### src/hw/rtl/lad_pkg.sv
// shared constants, codes and structs for the linear array deque
package lad_pkg;

    localparam int DEPTH  = 16;
    localparam int ADDR_W = $clog2(DEPTH);
    localparam int IDX_W  = ADDR_W + 1;
    localparam int OP_W   = 3;
    localparam int VAL_W  = 32;
    localparam int OFS_W  = 5;
    localparam int ST_W   = 2;
    localparam int POS_W  = ((IDX_W > OFS_W) ? IDX_W : OFS_W) + 2;

    localparam int IN_FIELDS_W  = OP_W + VAL_W + OFS_W;
    localparam int IN_TDATA_W   = ((IN_FIELDS_W + 7) / 8) * 8;
    localparam int OUT_FIELDS_W = VAL_W + ST_W + 2;
    localparam int OUT_TDATA_W  = ((OUT_FIELDS_W + 7) / 8) * 8;

    localparam logic signed [IDX_W-1:0] LAST_IDX  = IDX_W'(DEPTH - 1);
    localparam logic signed [IDX_W-1:0] RESET_IDX = '1;
    localparam logic signed [POS_W-1:0] DEPTH_POS = POS_W'(DEPTH);

    typedef enum logic [OP_W-1:0] {
        OP_PUSH_BACK  = 3'd0,
        OP_PUSH_FRONT = 3'd1,
        OP_POP_FRONT  = 3'd2,
        OP_POP_BACK   = 3'd3,
        OP_PEEK       = 3'd4
    } op_t;

    typedef enum logic [ST_W-1:0] {
        ST_OK      = 2'd0,
        ST_NOSPACE = 2'd1,
        ST_UNDER   = 2'd2,
        ST_RANGE   = 2'd3
    } status_t;

    typedef enum logic [1:0] {
        RD_ZERO,
        RD_ONES,
        RD_MEM
    } rd_sel_t;

    typedef struct packed {
        logic              en;
        logic              we;
        logic [ADDR_W-1:0] addr;
        logic [VAL_W-1:0]  wdata;
    } mem_req_t;

    typedef struct packed {
        rd_sel_t sel;
        status_t status;
        logic    is_empty;
        logic    is_full;
    } res_info_t;

endpackage

### src/hw/rtl/lad_ram.sv
// single-port synchronous ram, registered read data
module lad_ram #(
    parameter int DATA_W = 32,
    parameter int DEPTH  = 16
) (
    input  logic                     clk,
    input  logic                     en,
    input  logic                     we,
    input  logic [$clog2(DEPTH)-1:0] addr,
    input  logic [DATA_W-1:0]        wdata,
    output logic [DATA_W-1:0]        rdata
);

    logic [DATA_W-1:0] mem [DEPTH];
    logic [DATA_W-1:0] rdata_reg;

    always_ff @(posedge clk)
    begin
        if (en)
        begin
            if (we)
            begin
                mem[addr] <= wdata;
            end
            else
            begin
                rdata_reg <= mem[addr];
            end
        end
    end

    assign rdata = rdata_reg;

endmodule

### src/hw/rtl/lad_ctrl.sv
// front/back index registers and per-operation decision logic
module lad_ctrl (
    input  logic                      clk,
    input  logic                      rst_n,
    input  logic                      accept,
    input  logic [lad_pkg::OP_W-1:0]  op,
    input  logic [lad_pkg::VAL_W-1:0] value,
    input  logic [lad_pkg::OFS_W-1:0] offset,
    output lad_pkg::mem_req_t         mem_req,
    output lad_pkg::res_info_t        res_info
);
    import lad_pkg::*;

    logic signed [IDX_W-1:0] front_reg, front_next;
    logic signed [IDX_W-1:0] back_reg, back_next;
    logic signed [IDX_W-1:0] front_inc, back_inc, front_dec, back_dec;
    logic signed [POS_W-1:0] pos, back_pos;
    logic                    empty_now, full_now, peek_bad;
    mem_req_t                req;
    rd_sel_t                 sel;
    status_t                 status;

    assign empty_now = (front_reg == back_reg);
    assign full_now  = (back_reg == LAST_IDX);
    assign front_inc = front_reg + IDX_W'(1);
    assign back_inc  = back_reg + IDX_W'(1);
    assign front_dec = front_reg - IDX_W'(1);
    assign back_dec  = back_reg - IDX_W'(1);

    // peek position, sign-extended front plus zero-extended offset
    assign pos      = signed'({{(POS_W-IDX_W){front_reg[IDX_W-1]}}, front_reg})
                    + signed'({{(POS_W-OFS_W){1'b0}}, offset});
    assign back_pos = signed'({{(POS_W-IDX_W){back_reg[IDX_W-1]}}, back_reg});
    assign peek_bad = (offset == '0) || (pos > back_pos) || pos[POS_W-1]
                    || (pos >= DEPTH_POS);

    always_comb
    begin
        front_next = front_reg;
        back_next  = back_reg;
        req.en     = 1'b0;
        req.we     = 1'b0;
        req.addr   = '0;
        req.wdata  = value;
        sel        = RD_ZERO;
        status     = ST_OK;
        case (op_t'(op))
            OP_PUSH_BACK:
            begin
                if (full_now)
                begin
                    status = ST_NOSPACE;
                end
                else
                begin
                    back_next = back_inc;
                    req.en    = 1'b1;
                    req.we    = 1'b1;
                    req.addr  = back_inc[ADDR_W-1:0];
                end
            end
            OP_PUSH_FRONT:
            begin
                if (front_reg[IDX_W-1])
                begin
                    status = ST_NOSPACE;
                end
                else
                begin
                    front_next = front_dec;
                    req.en     = 1'b1;
                    req.we     = 1'b1;
                    req.addr   = front_reg[ADDR_W-1:0];
                end
            end
            OP_POP_FRONT:
            begin
                if (empty_now)
                begin
                    sel    = RD_ONES;
                    status = ST_UNDER;
                end
                else
                begin
                    front_next = front_inc;
                    req.en     = 1'b1;
                    req.addr   = front_inc[ADDR_W-1:0];
                    sel        = RD_MEM;
                end
            end
            OP_POP_BACK:
            begin
                if (empty_now)
                begin
                    sel    = RD_ONES;
                    status = ST_UNDER;
                end
                else
                begin
                    back_next = back_dec;
                    req.en    = 1'b1;
                    req.addr  = back_reg[ADDR_W-1:0];
                    sel       = RD_MEM;
                end
            end
            OP_PEEK:
            begin
                if (peek_bad)
                begin
                    sel    = RD_ONES;
                    status = ST_RANGE;
                end
                else
                begin
                    req.en   = 1'b1;
                    req.addr = pos[ADDR_W-1:0];
                    sel      = RD_MEM;
                end
            end
            default:
            begin
                // unused codes leave everything as it is
            end
        endcase
    end

    always_ff @(posedge clk or negedge rst_n)
    begin
        if (!rst_n)
        begin
            front_reg <= RESET_IDX;
            back_reg  <= RESET_IDX;
        end
        else if (accept)
        begin
            front_reg <= front_next;
            back_reg  <= back_next;
        end
    end

    always_comb
    begin
        mem_req           = req;
        mem_req.en        = req.en & accept;
        res_info.sel      = sel;
        res_info.status   = status;
        res_info.is_empty = (front_next == back_next);
        res_info.is_full  = (back_next == LAST_IDX);
    end

endmodule

### src/hw/rtl/linear_array_deque_top.sv
// top level of the linear array deque: stream ports, result pipeline
//
// double-ended queue of DEPTH 32-bit words kept in a linear array
// - input channel s_*: one beat is one operation (push back, push front,
//   pop front, pop back, peek) with its value and peek offset
// - output channel m_*: exactly one result beat per input beat, in order,
//   carrying the read word, a status code and the empty/full flags
// - an operation's index update and its single ram access both happen on
//   the accepting edge; the ram's registered read data is folded into the
//   output register once that register is free or draining, so m_tvalid
//   rises when the output register takes the pending result
// - throughput is one beat per cycle while the receiver keeps up: the ram
//   port and the index update each see one operation per cycle, and a
//   write followed by a read of the same slot is ordered by the ram itself
// - a pending stage and an output register decouple the two sides; if the
//   receiver stalls, up to two results are held and s_tready drops only
//   once both are occupied
// - reset (rst_n low) sets both indices to minus one, i.e. an empty queue
//   with no free front slot, and drops both valid flags; ram contents are
//   left as they are, no unwritten slot can ever be read
module linear_array_deque_top (
    input  logic                            clk,
    input  logic                            rst_n,
    // op [2:0], value [34:3], offset [39:35]
    input  logic [lad_pkg::IN_TDATA_W-1:0]  s_tdata,
    input  logic                            s_tvalid,
    output logic                            s_tready,
    // read_value [31:0], status [33:32], is_empty [34], is_full [35], zero pad
    output logic [lad_pkg::OUT_TDATA_W-1:0] m_tdata,
    output logic                            m_tvalid,
    input  logic                            m_tready
);
    import lad_pkg::*;

    logic [OP_W-1:0]         in_op;
    logic [VAL_W-1:0]        in_value;
    logic [OFS_W-1:0]        in_offset;
    logic                    accept;
    mem_req_t                mem_req;
    res_info_t               res_info;
    logic [VAL_W-1:0]        ram_rdata;

    // pending stage: ram access issued, read data arrives this cycle
    logic                    p_valid_reg;
    res_info_t               p_info_reg;
    logic                    p_move;

    // output register
    logic                    m_valid_reg;
    logic [OUT_FIELDS_W-1:0] m_data_reg;
    logic [OUT_FIELDS_W-1:0] m_data_next;
    logic [VAL_W-1:0]        rd_value;

    // unpack the input beat
    assign in_op     = s_tdata[OP_W-1:0];
    assign in_value  = s_tdata[OP_W +: VAL_W];
    assign in_offset = s_tdata[OP_W+VAL_W +: OFS_W];

    // the pending result moves on when the output register is free or draining
    assign p_move   = p_valid_reg && (!m_valid_reg || m_tready);
    assign s_tready = !p_valid_reg || p_move;
    assign accept   = s_tvalid && s_tready;

    lad_ctrl u_ctrl (
        .clk      (clk),
        .rst_n    (rst_n),
        .accept   (accept),
        .op       (in_op),
        .value    (in_value),
        .offset   (in_offset),
        .mem_req  (mem_req),
        .res_info (res_info)
    );

    lad_ram #(
        .DATA_W (VAL_W),
        .DEPTH  (DEPTH)
    ) u_ram (
        .clk   (clk),
        .en    (mem_req.en),
        .we    (mem_req.we),
        .addr  (mem_req.addr),
        .wdata (mem_req.wdata),
        .rdata (ram_rdata)
    );

    always_ff @(posedge clk or negedge rst_n)
    begin
        if (!rst_n)
        begin
            p_valid_reg <= 1'b0;
        end
        else if (s_tready)
        begin
            p_valid_reg <= s_tvalid;
        end
    end

    always_ff @(posedge clk)
    begin
        if (accept)
        begin
            p_info_reg <= res_info;
        end
    end

    // select the read word: ram data, all ones on a failed pop or peek, zero otherwise
    always_comb
    begin
        case (p_info_reg.sel)
            RD_MEM:  rd_value = ram_rdata;
            RD_ONES: rd_value = '1;
            default: rd_value = '0;
        endcase
        m_data_next = {p_info_reg.is_full, p_info_reg.is_empty,
                       p_info_reg.status, rd_value};
    end

    always_ff @(posedge clk or negedge rst_n)
    begin
        if (!rst_n)
        begin
            m_valid_reg <= 1'b0;
        end
        else if (!m_valid_reg || m_tready)
        begin
            m_valid_reg <= p_valid_reg;
        end
    end

    always_ff @(posedge clk)
    begin
        if (p_move)
        begin
            m_data_reg <= m_data_next;
        end
    end

    assign m_tvalid = m_valid_reg;
    assign m_tdata  = {{(OUT_TDATA_W-OUT_FIELDS_W){1'b0}}, m_data_reg};

endmodule

### config.mk
export PLATFORM = sky130hd
export DESIGN_NAME = linear_array_deque_top
export DESIGN_NICKNAME = d
export VERILOG_FILES = /design/src/hw/rtl/lad_pkg.sv /design/src/hw/rtl/lad_ram.sv /design/src/hw/rtl/lad_ctrl.sv /design/src/hw/rtl/linear_array_deque_top.sv
export SDC_FILE = /design/constraint.sdc
export NUM_CORES = 1
export LEC_CHECK = 0
export BUFFER_PORTS_ARGS = -buffer_cell sky130_fd_sc_hd__buf_2
export CAP_MARGIN = 25
export CORE_MARGIN = 3
export CORE_UTILIZATION = 40
export CTS_BUF_LIST = sky130_fd_sc_hd__clkbuf_4 sky130_fd_sc_hd__clkbuf_8
export DETAILED_ROUTE_END_ITERATION = 7
export PLACE_DENSITY = 0.62
export RECOVER_POWER = 50
export SYNTH_ARGS = -nofsm -noshare
export SYNTH_HDL_FRONTEND = slang
export SYNTH_SLANG_ARGS = --single-unit
### constraint.sdc
create_clock -name clk -period 12.25 [get_ports clk]
set_clock_uncertainty 0.2 [all_clocks]
set_input_delay 2.45 -clock clk [delete_from_list [all_inputs] [get_ports clk]]
set_output_delay 2.45 -clock clk [all_outputs]
set_load 0.01 [all_outputs]
**Yosys cells after proc, flatten, opt, wreduce, memory -nomap -nowiden**

Memories as Yosys holds them, arrays and structs flattened. A register that Yosys moved wholly into a read port is not among the register bits.
Cells that the tools add are included.
W data, S select, Z words.

- Logic and storage cells: 70
- Memories kept: 1
- Output and inout bits: 42
- Register bits: 54
- Memory bits (writable): 512

- Multiplexer cells: 28
- Add/subtract/negate cells: 5
- Bitwise operators: 2
- $lt $le $gt $ge: 2
- Equality and inequality tests: 10
- Reductions and logical operators: 13

Memory list:

| name | words | width | rd ports | clocked after Yosys merged registers in | write ports | RTL line | text |
|---|---|---|---|---|---|---|---|
| u_ram.mem | 16 | 32 | 1 | 1 | 1 | lad_ram.sv:14 | `logic [DATA_W-1:0] mem [DEPTH];` |

Operators by type and width:

| kind | number |
|---|---|
| $pmux W32 S2 | 1 |
| $mux W5 | 4 |
| $pmux W4 S5 | 1 |
| $pmux W5 S2 | 2 |
| $mux W4 | 3 |
| $mux W6 | 2 |
| $add A5 B2 Y5 const B | 2 |
| $eq A5 B5 Y1 | 2 |
| $eq A5 B5 Y1 const B | 2 |
| $sub A5 B2 Y5 const B | 2 |
| $mux W2 | 4 |
| $pmux W2 S4 | 1 |
| $add A5 B6 Y7 | 1 |
| $ge A7 B6 Y1 const B | 1 |
| $gt A7 B5 Y1 | 1 |
| $mux W1 | 7 |
| $eq A3 B2 Y1 const B | 2 |
| $logic_not A5 Y1 | 1 |
| $logic_or A1 B1 Y1 | 5 |
| $pmux W1 S4 | 1 |
| $pmux W2 S2 | 1 |
| $eq A3 B1 Y1 const B | 1 |
| $eq A3 B3 Y1 const B | 1 |
| $logic_not A3 Y1 | 1 |
| other kinds (9) | 11 |

**Longest topological paths before layout**

Gate-level depths: netlist of the first run.

- Depth in word-level cells: 10
- Depth in mapped cells: 18
- Mapped depth without buffers: 15

**Modules after synthesis**

From an unflattened synthesis of the first run, not the netlist that was laid out.

- Cell total of the unflattened synthesis: 1254
- Area total of the unflattened synthesis: 24149.4 µm²

By module, submodules not included:

| module | cells an instance | seq. area each (µm²) | area each (µm²) | times used |
|---|---|---|---|---|
| lad_ram | 844 | 16335.7 | 20216.9 | 1 |
| lad_ctrl | 278 | 262.8 | 2164.6 | 1 |
| linear_array_deque_top | 132 | 1311.3 | 1767.9 | 1 |

**Worst setup path after synthesis of the first run**

Ideal clock, no wire load.

- Kind: in2reg
- Start point: input port s_tdata[35] (netlist bit)
- End point: memory u_ram.mem[10][0] (enable)
- Required time: 11.629 ns
- Path slack: 4.253 ns
- Cell stages on the path: 15
- Buffers on the path: 2
- Arrival: 7.376 ns
- Cell sequence: ha_1 -> fa_1 -> a211o_1 -> a21o_1 -> nand2_1 -> ha_1 -> a21o_1 -> a2111oi_0 -> a221oi_1 -> a2111o_1 -> a221oi_1 -> clkbuf_1 -> buf_1 -> nand2_1 -> nor2_1

- Cells in the longest elaborated chain, start to end: 10
- Elaborated cells between the ends (all ways): 14
- Classes of those cells: add/sub (1); order compare (2); mux (6); bitwise (1); reduce/logical (4)

Ends and longest elaborated chain:

| item | RTL line | text |
|---|---|---|
| start: declaration | linear_array_deque_top.sv:25 | `input logic [lad_pkg::IN_TDATA_W-1:0] s_tdata,` |
| $add A5 B6 Y7 | lad_ctrl.sv:32 | `+ signed'({{(POS_W-OFS_W){1'b0}}, offset});` |
| $gt A7 B5 Y1 | lad_ctrl.sv:34 | `assign peek_bad = (offset == '0) \|\| (pos > back_pos) \|\| pos[POS_W-1]` |
| $logic_or A1 B1 Y1 (2 in series) | lad_ctrl.sv:34 |  |
| $logic_or A1 B1 Y1 | lad_ctrl.sv:35 | `\|\| (pos >= DEPTH_POS);` |
| $mux W1 | lad_ctrl.sv:108 | `if (peek_bad)` |
| $pmux W1 S4 | lad_ctrl.sv:47 | `case (op_t'(op))` |
| $and A1 B1 Y1 | lad_ctrl.sv:144 | `mem_req.en = req.en & accept;` |
| $mux W1 | lad_ram.sv:19 | `if (en)` |
| $mux W1 (implied by the code) | lad_ram.sv:23 | `mem[addr] <= wdata;` |
| end: declaration | lad_ram.sv:14 |  |

Parallel ways exist; a longest one is shown, timed or not.

**Final worst setup path of the first run**

- Start point: input port s_tdata[35] (netlist bit)
- End point: memory u_ram.mem[13][13] (enable)

Same word-level chain as after synthesis.

==> flow_summary_export.csv, run 1 <==
group,metric,value,unit
flow_run,drv_cap,1,
finish,largest_register_ffs,512,
synth,synth_top_cell_by_area,"edfxtp_1",
outcome,status,"finished, violations left",
global_routing,grt_usage,18.5,%
place,hpwlAfterDp,32700,um
critical_path,worstPathRequired,12.42,ns
sta,hold_viol,0,
pwr,intPower,3.63,mW
outcome,violations,"capacitance limit, slew limit",
critical_path,rr_worst_depth,16,
pwr,p_per_area,207,mW/mm^2
critical_path,reg2reg_slack,5.90,ns
sta,tightest_slew,1.78,ns
pwr,p_leak,8.39,nW
sta,timing.hold.ws,0.234,ns
clocking,cts.clk_slew.worst_paths,0.06,ns
finish,drive_gt1_share,15.6,%
global_routing,grt_pass1_vias,14200,
pwr,p_sw_share,34.6,%
finish,syn2layout_area_growth,12.9,%
sta,slew_violations,37,
synth,synth-xor-area-share,0.663,%
sta,layout_min_cycle_time,7.79,ns
clocking,htreeDepth,3,
floorplan,design.portCount,86,
critical_path,rr_endpoint,"u_ram.mem[13][13]$_DFFE_PP_",
clocking,worstSkewPairLatency,0.67,ns
synth,synth_async_sr_flop_share,2.01,%
global_routing,grt-ovfl-total,0,
finish,nets,1673,
finish,multiInputGateArea,0.00548,sq mm
clocking,cts_resized,0,
sta,max_freq,128,MHz
pwr,pwr-share-comb,28.2,%
finish,seq_area,0.0179,sq mm
critical_path,reg2reg_from,"u_ctrl.front_reg[0]$_DFFE_PN1P_",
synth,synthFlopType,"edfxtp_1",
floorplan,start_util,40.8,%
synth,synthMuxAreaShare,0.500,%
floorplan,die_x,250,um
global_routing,grt_pass1_wl,89000,um
critical_path,crit_path_max_fanout,33,
synth,synthTopCellsByCount,"586 x edfxtp_1, 125 x nand2_1, 111 x nand3_1",
synth,synth_cell_type_count,61,
synth,synth_simple_gate_area_share,6.33,%
critical_path,cp-start-kind,"input pin",
sta,maxSlewHeadroom,-18.9,%
synth,synth_compound_area_share,13.3,%
clocking,root_buffer,"clkbuf_8",
drt,drc_errors,0,
synth,synth_fa_ha_area_share,1.30,%
place,gp_congestion,0.825,
drt,vias,14300,
clocking,ctsLongestPathBuffers,3,
synth,ys_ff_latch,598,
synth,yosysWarningCount,0,
synth,syn_inst,1516,
critical_path,crit_path_end_kind,"flip-flop",
clocking,postCtsSetupBuffers,0,
clocking,cts_tree,"built",
drt,dr.pass1.iters,5,
drt,wl_per_cell,24.0,um
floorplan,die_area,0.0624,sq mm
pwr,clkPwrFrac,28.1,%
sta,tns,0,ns
floorplan,design.core.area,0.0582,sq mm
pwr,seqPwrFrac,43.7,%
synth,yosysMostFrequentCell,"edfxtp_1",
floorplan,die_h,250,um
pwr,p_total,5.54,mW
critical_path,endpoint,"u_ram.mem[13][13]$_DFFE_PP_",
global_routing,grt_max_degree,82,
pwr,switchingPower,1.92,mW
synth,syn-cell-area,0.0238,sq mm
synth,synth_top_family_by_area,"compound AO/OA/AOI/OAI gates",
finish,utilization,46.1,%
finish,fillers,4956,
drt,via_per_inst,5.86,
drt,wl,58700,um
min_path,hp-class,"reg -> reg",
sta,setup_viol,0,
floorplan,fp-row-count,88,
clocking,cts_sinks,598,
global_routing,antenna_found_initial,7,
clocking,postCtsHoldBufs,0,
synth,yosysSeqAreaShare,75.4,%
critical_path,crit_type,"in -> reg",
sta,rsz0062_at_grt,"false",
sta,fin_crit_sh,63.6,%
synth,synthTopCellsByArea,"edfxtp_1 74%, a32oi_1 3.5%, nand3_1 2.3%",
drt,drt_iter0_markers,1540,
place,port_buffers,81,
synth,synth-edff-count,586,
synth,avgSynthCellArea,15.7,sq um
clocking,cts_made_buffers,93,
critical_path,critPathArrivalTime,7.95,ns
critical_path,startpoint,"s_tdata[35]",
pwr,vdd_drop_max,0.140,mV
synth,netlist.area_leader.share,74.0,%
drt,ant_nets,0,
power by group through the flow:
stage	Clock, mW	Combinational [mW]	Sequential [mW]
finish	1.56	1.57	2.42
global route	1.69	1.69	2.43
CTS	1.59	1.55	2.42
detailed placement	0	1.54	2.46
global placement	0	1.52	2.46
floorplan	0	0.988	2.43
area by class of cell:
class	instances	share of cell area [%]
Multi-Input combinational cell	781	20.4
Tap cell	765	3.57
Clock buffer	121	5.58
Clock inverter	44	0.821
Antenna cell	1	0.00933
Inverter	18	0.252
Timing Repair Buffer	113	2.60
Sequential cell	598	66.7
through the flow:
| stage | worst slack (ns) | instances | area, sq um |
|---|---|---|---|
| 3_5_place_dp | 3.73 | 2275 | 25200 |
| 5_1_grt | 4.06 | 2440 | 26800 |
| 4_1_cts | 4.49 | 2440 | 26900 |
| 2_1_floorplan | 4.25 | 1519 | 23800 |
| 6_report | 4.46 | 2441 | 26800 |
| 3_3_place_gp | 3.51 | 2268 | 25000 |
cell families after synthesis:
group	count (synthesis)
other cells	1
mux	11
buf+inv	140
xor+xnor	18
fa+ha+maj	24
simple gates	336
compound gates	388
flops	598
worst max-delay path, cell delays in order:
cell and delay, ns:
buf_2 0.11, ha_1 0.22, fa_1 0.41, a211o_1 0.35
a21o_1 0.19, nand2_1 0.06, ha_1 0.23, a21o_1 0.15
a2111oi_0 0.40, a221oi_1 0.21, a211o_1 0.42, o31ai_4 0.19
buf_4 0.38, and2_2 0.79, nand2_1 0.44, nor2_4 0.67
buf_16 0.26
cells in the final DEF (no fill, tap or decap), types with 13 or more instances in the layout:
| master | count |
|---|---|
| edfxtp_1 | 586 |
| nand2_1 | 124 |
| nand3_1 | 111 |
| a32oi_1 | 96 |
| clkbuf_8 | 94 |
| a31oi_1 | 66 |
| a21oi_1 | 48 |
| nor2_1 | 44 |
| buf_2 | 43 |
| clkbuf_1 | 39 |
| a2111o_1 | 33 |
| a32o_1 | 32 |
| a221o_1 | 32 |
| a311oi_1 | 32 |
| clkinv_1 | 27 |
| clkbuf_4 | 27 |
| buf_4 | 24 |
| ha_1 | 23 |
| inv_1 | 17 |
| nor2_4 | 16 |
| xnor2_1 | 13 |
worst min-delay path by stage:
stage                               endpoint  cells after the start                       from  slack (ns)
detailed placement  m_data_reg[33]$_DFFE_PP_                      0  m_data_next[33]$_DFFE_PP_        0.22
floorplan           m_data_reg[32]$_DFFE_PP_                      0  m_data_next[32]$_DFFE_PP_        0.20
global placement    m_data_reg[33]$_DFFE_PP_                      0  m_data_next[33]$_DFFE_PP_        0.22
global route        m_data_reg[32]$_DFFE_PP_                      0  m_data_next[32]$_DFFE_PP_        0.24
CTS                 m_data_reg[32]$_DFFE_PP_                      0  m_data_next[32]$_DFFE_PP_        0.23
finish              m_data_reg[32]$_DFFE_PP_                      0  m_data_next[32]$_DFFE_PP_        0.23
layer usage:
layer / routed length [um] / GRT usage [%] / up-vias
met5: 23 / 0 / -
met4: 970 / 5.39 / 4
met3: 4850 / 4.65 / 69
met2: 27800 / 28.9 / 596
met1: 25000 / 25.8 / 7249
li1: - / - / 6398
(Power assumes the default switching activity.)
==> run 2, diff against run 1 <==
Settings changed: PLACE_DENSITY 0.62 to 0.64.
Clock period 12.25 ns to 6.4 ns, I/O delays scaled along.
==> run 2 against run 1 <==
Against the previous run:
- the flow still finishes with violations (capacitance limit, slew limit)
- utilization is 0.74 points higher
- critical path type unchanged
- global-route usage is 0.96 points higher
- register-to-register slack worse by 4.9 ns
- sequential share of layout area is 1.1 points lower
- largest cell class unchanged
==> flow_summary_export.csv, run 2 (synthesis gave the netlist of run 1 again) <==
group,metric,value,unit
clocking,ctsLongestPathBuffers,3,
outcome,violations,"capacitance limit, slew limit",
floorplan,start_util,40.8,%
min_path,hp-class,"reg -> reg",
critical_path,critPathArrivalTime,5.69,ns
drt,dr.pass1.iters,6,
drt,ant_nets,0,
global_routing,grt_pass1_vias,14600,
place,gp_congestion,0.869,
critical_path,crit_path_end_kind,"flip-flop",
pwr,p_leak,8.58,nW
clocking,root_buffer,"clkbuf_8",
pwr,clkPwrFrac,28.0,%
sta,setup_viol,0,
place,port_buffers,81,
pwr,switchingPower,3.53,mW
finish,largest_register_ffs,512,
clocking,cts_resized,0,
drt,drc_errors,0,
sta,hold_viol,0,
floorplan,die_area,0.0624,sq mm
floorplan,die_h,250,um
global_routing,grt_usage,19.5,%
floorplan,fp-row-count,88,
drt,wl,61900,um
flow_run,drv_cap,1,
clocking,htreeDepth,3,
global_routing,grt_pass1_wl,92700,um
sta,rsz0062_at_grt,"false",
finish,layout_common_cells,"586 x edfxtp_1, 124 x nand2_1, 111 x nand3_1",
critical_path,cp-start-kind,"input pin",
global_routing,grt-ovfl-total,0,
pwr,intPower,7.04,mW
critical_path,critPathBufInv,2,
global_routing,grt_max_degree,97,
finish,nets,1699,
critical_path,crit_type,"in -> reg",
sta,setup_ws,0.918,ns
drt,vias,14800,
finish,fin_cells,2461,
sta,layout_min_cycle_time,5.48,ns
critical_path,path_delay_family,"compound AO/OA/AOI/OAI gates",
place,place_ws,0.273,ns
drt,via_per_inst,6.01,
finish,fillers,4945,
clocking,cts_made_buffers,93,
critical_path,worstPathRequired,6.61,ns
pwr,seqPwrFrac,44.0,%
clocking,cts_tree,"built",
floorplan,design.core.area,0.0582,sq mm
finish,drive_gt1_share,16.7,%
sta,maxSlewHeadroom,-10.4,%
clocking,cts_sinks,598,
finish,syn2layout_area_growth,14.7,%
sta,fin_crit_sh,85.7,%
pwr,pwr-share-comb,28.0,%
clocking,worstSkewPairLatency,0.67,ns
drt,drt_iter0_markers,1618,
clocking,postCtsSetupBuffers,0,
critical_path,crit_slowest_cell,"o311a_4",
clocking,postCtsHoldBufs,0,
floorplan,die_x,250,um
place,hpwlAfterDp,33800,um
floorplan,design.portCount,86,
pwr,vdd_drop_max,0.279,mV
pwr,p_per_area,388,mW/mm^2
sta,max_freq,182,MHz
sta,slew_violations,37,
pwr,p_sw_share,33.4,%
sta,tightest_slew,1.66,ns
place,place_inst,2300,
drt,wl_per_cell,25.2,um
outcome,status,"finished, violations left",
finish,final_common_cell,"edfxtp_1",
clocking,cts.clk_slew.worst_paths,0.06,ns
critical_path,crit_chain,"buf_2 -> ha_1 -> fa_1 -> a211o_1 -> a21o_1 -> nand2_1 -> ha_1 -> a21o_1 -> a2111oi_0 -> a221oi_1 -> a211o_1 -> o311a_4 -> buf_12 -> a32o_1 -> a221o_1 -> a2111o_1",
critical_path,max_stage_delay,0.44,ns
global_routing,antenna_found_initial,4,
critical_path,crit_path_max_fanout,55,
run 2: cell types whose count changed in the layout (fill, tap and decap cells not counted), sizes merged:
| cell | delta |
|---|---|
| clkinv | -8 |
| inv | +1 |
| buf | +24 |
| clkbuf | +3 |
run 2: stage by stage:
stage | power, mW | hold WS [ns] | util (%) | cell area (sq um) | TNS [ns]
5_1_grt | 11.1 | 0.250 | 46.8 | 27300 | 0
3_3_place_gp | 7.61 | 0.208 | 44.0 | 25600 | 0
4_1_cts | 10.6 | 0.228 | 46.9 | 27300 | 0
2_1_floorplan | 6.56 | 0.200 | - | 23800 | -54.69
3_5_place_dp | 7.66 | 0.216 | 44.0 | 25600 | 0
6_report | 10.6 | 0.224 | 46.8 | 27300 | 0
run 2: routing by layer:
layer  vias to the layer above  wire length, um  track usage [%]
met5                         -               28                0
met4                         4             1500             7.19
met3                       125             5200             4.18
met2                       716            29900             31.4
met1                      7503            25300             26.0
li1                       6449                -                -
run 2: power groups by stage:
stage               clock [mW]  combinational, mW  sequential [mW]
floorplan                    0               1.90             4.66
global placement             0               2.89             4.72
detailed placement           0               2.94             4.73
CTS                       3.02               2.95             4.65
global route              3.20               3.19             4.66
finish                    2.96               2.96             4.65
run 2: final timing paths:
path | startpoint | endpoint | slack (ns) | cells past startpoint
setup / recovery | s_tdata[35] | u_ram.rdata[16]$_DFFE_PP_ | 0.92 | 16
hold / removal | m_data_next[33]$_DFFE_PP_ | m_data_reg[33]$_DFFE_PP_ | 0.22 | 0
setup reg to reg | u_ctrl.front_reg[4]$_DFFE_PN1P_ | u_ram.rdata[8]$_DFFE_PP_ | 0.97 | 15
hold reg to reg | m_data_next[33]$_DFFE_PP_ | m_data_reg[33]$_DFFE_PP_ | 0.22 | 0
max in group asynchronous | rst_n | p_valid_reg$_DFFE_PN0N_ | 5.13 | 1
min in group asynchronous | rst_n | m_tvalid$_DFFE_PN0P_ | 0.44 | 1
run 2: worst reg2reg max path, stage by stage (launching register included):
cell and delay (ns):
dfstp_1 0.91, ha_1 0.39, nand3b_1 0.17, o22ai_1 0.25, nor2_1 0.09, xnor2_1 0.14
ha_1 0.32, nand4_1 0.12, a21o_1 0.18, a221oi_1 0.47, a211oi_1 0.16, and3_1 0.25
o2bb2ai_4 0.63, buf_4 0.40, a31oi_1 0.09, a2111o_1 0.40
run 2: cell type report:
type / count / area [sq um] / share of cell area (%)
multi-input combinational: 781 / 5480 / 20.1
inverter: 18 / 67.6 / 0.248
timing repair buffer: 139 / 1160 / 4.24
sequential: 598 / 17900 / 65.7
clock buffer: 122 / 1500 / 5.49
tap: 765 / 957 / 3.51
clock inverter: 37 / 190 / 0.698
antenna: 1 / 2.50 / 0.00918
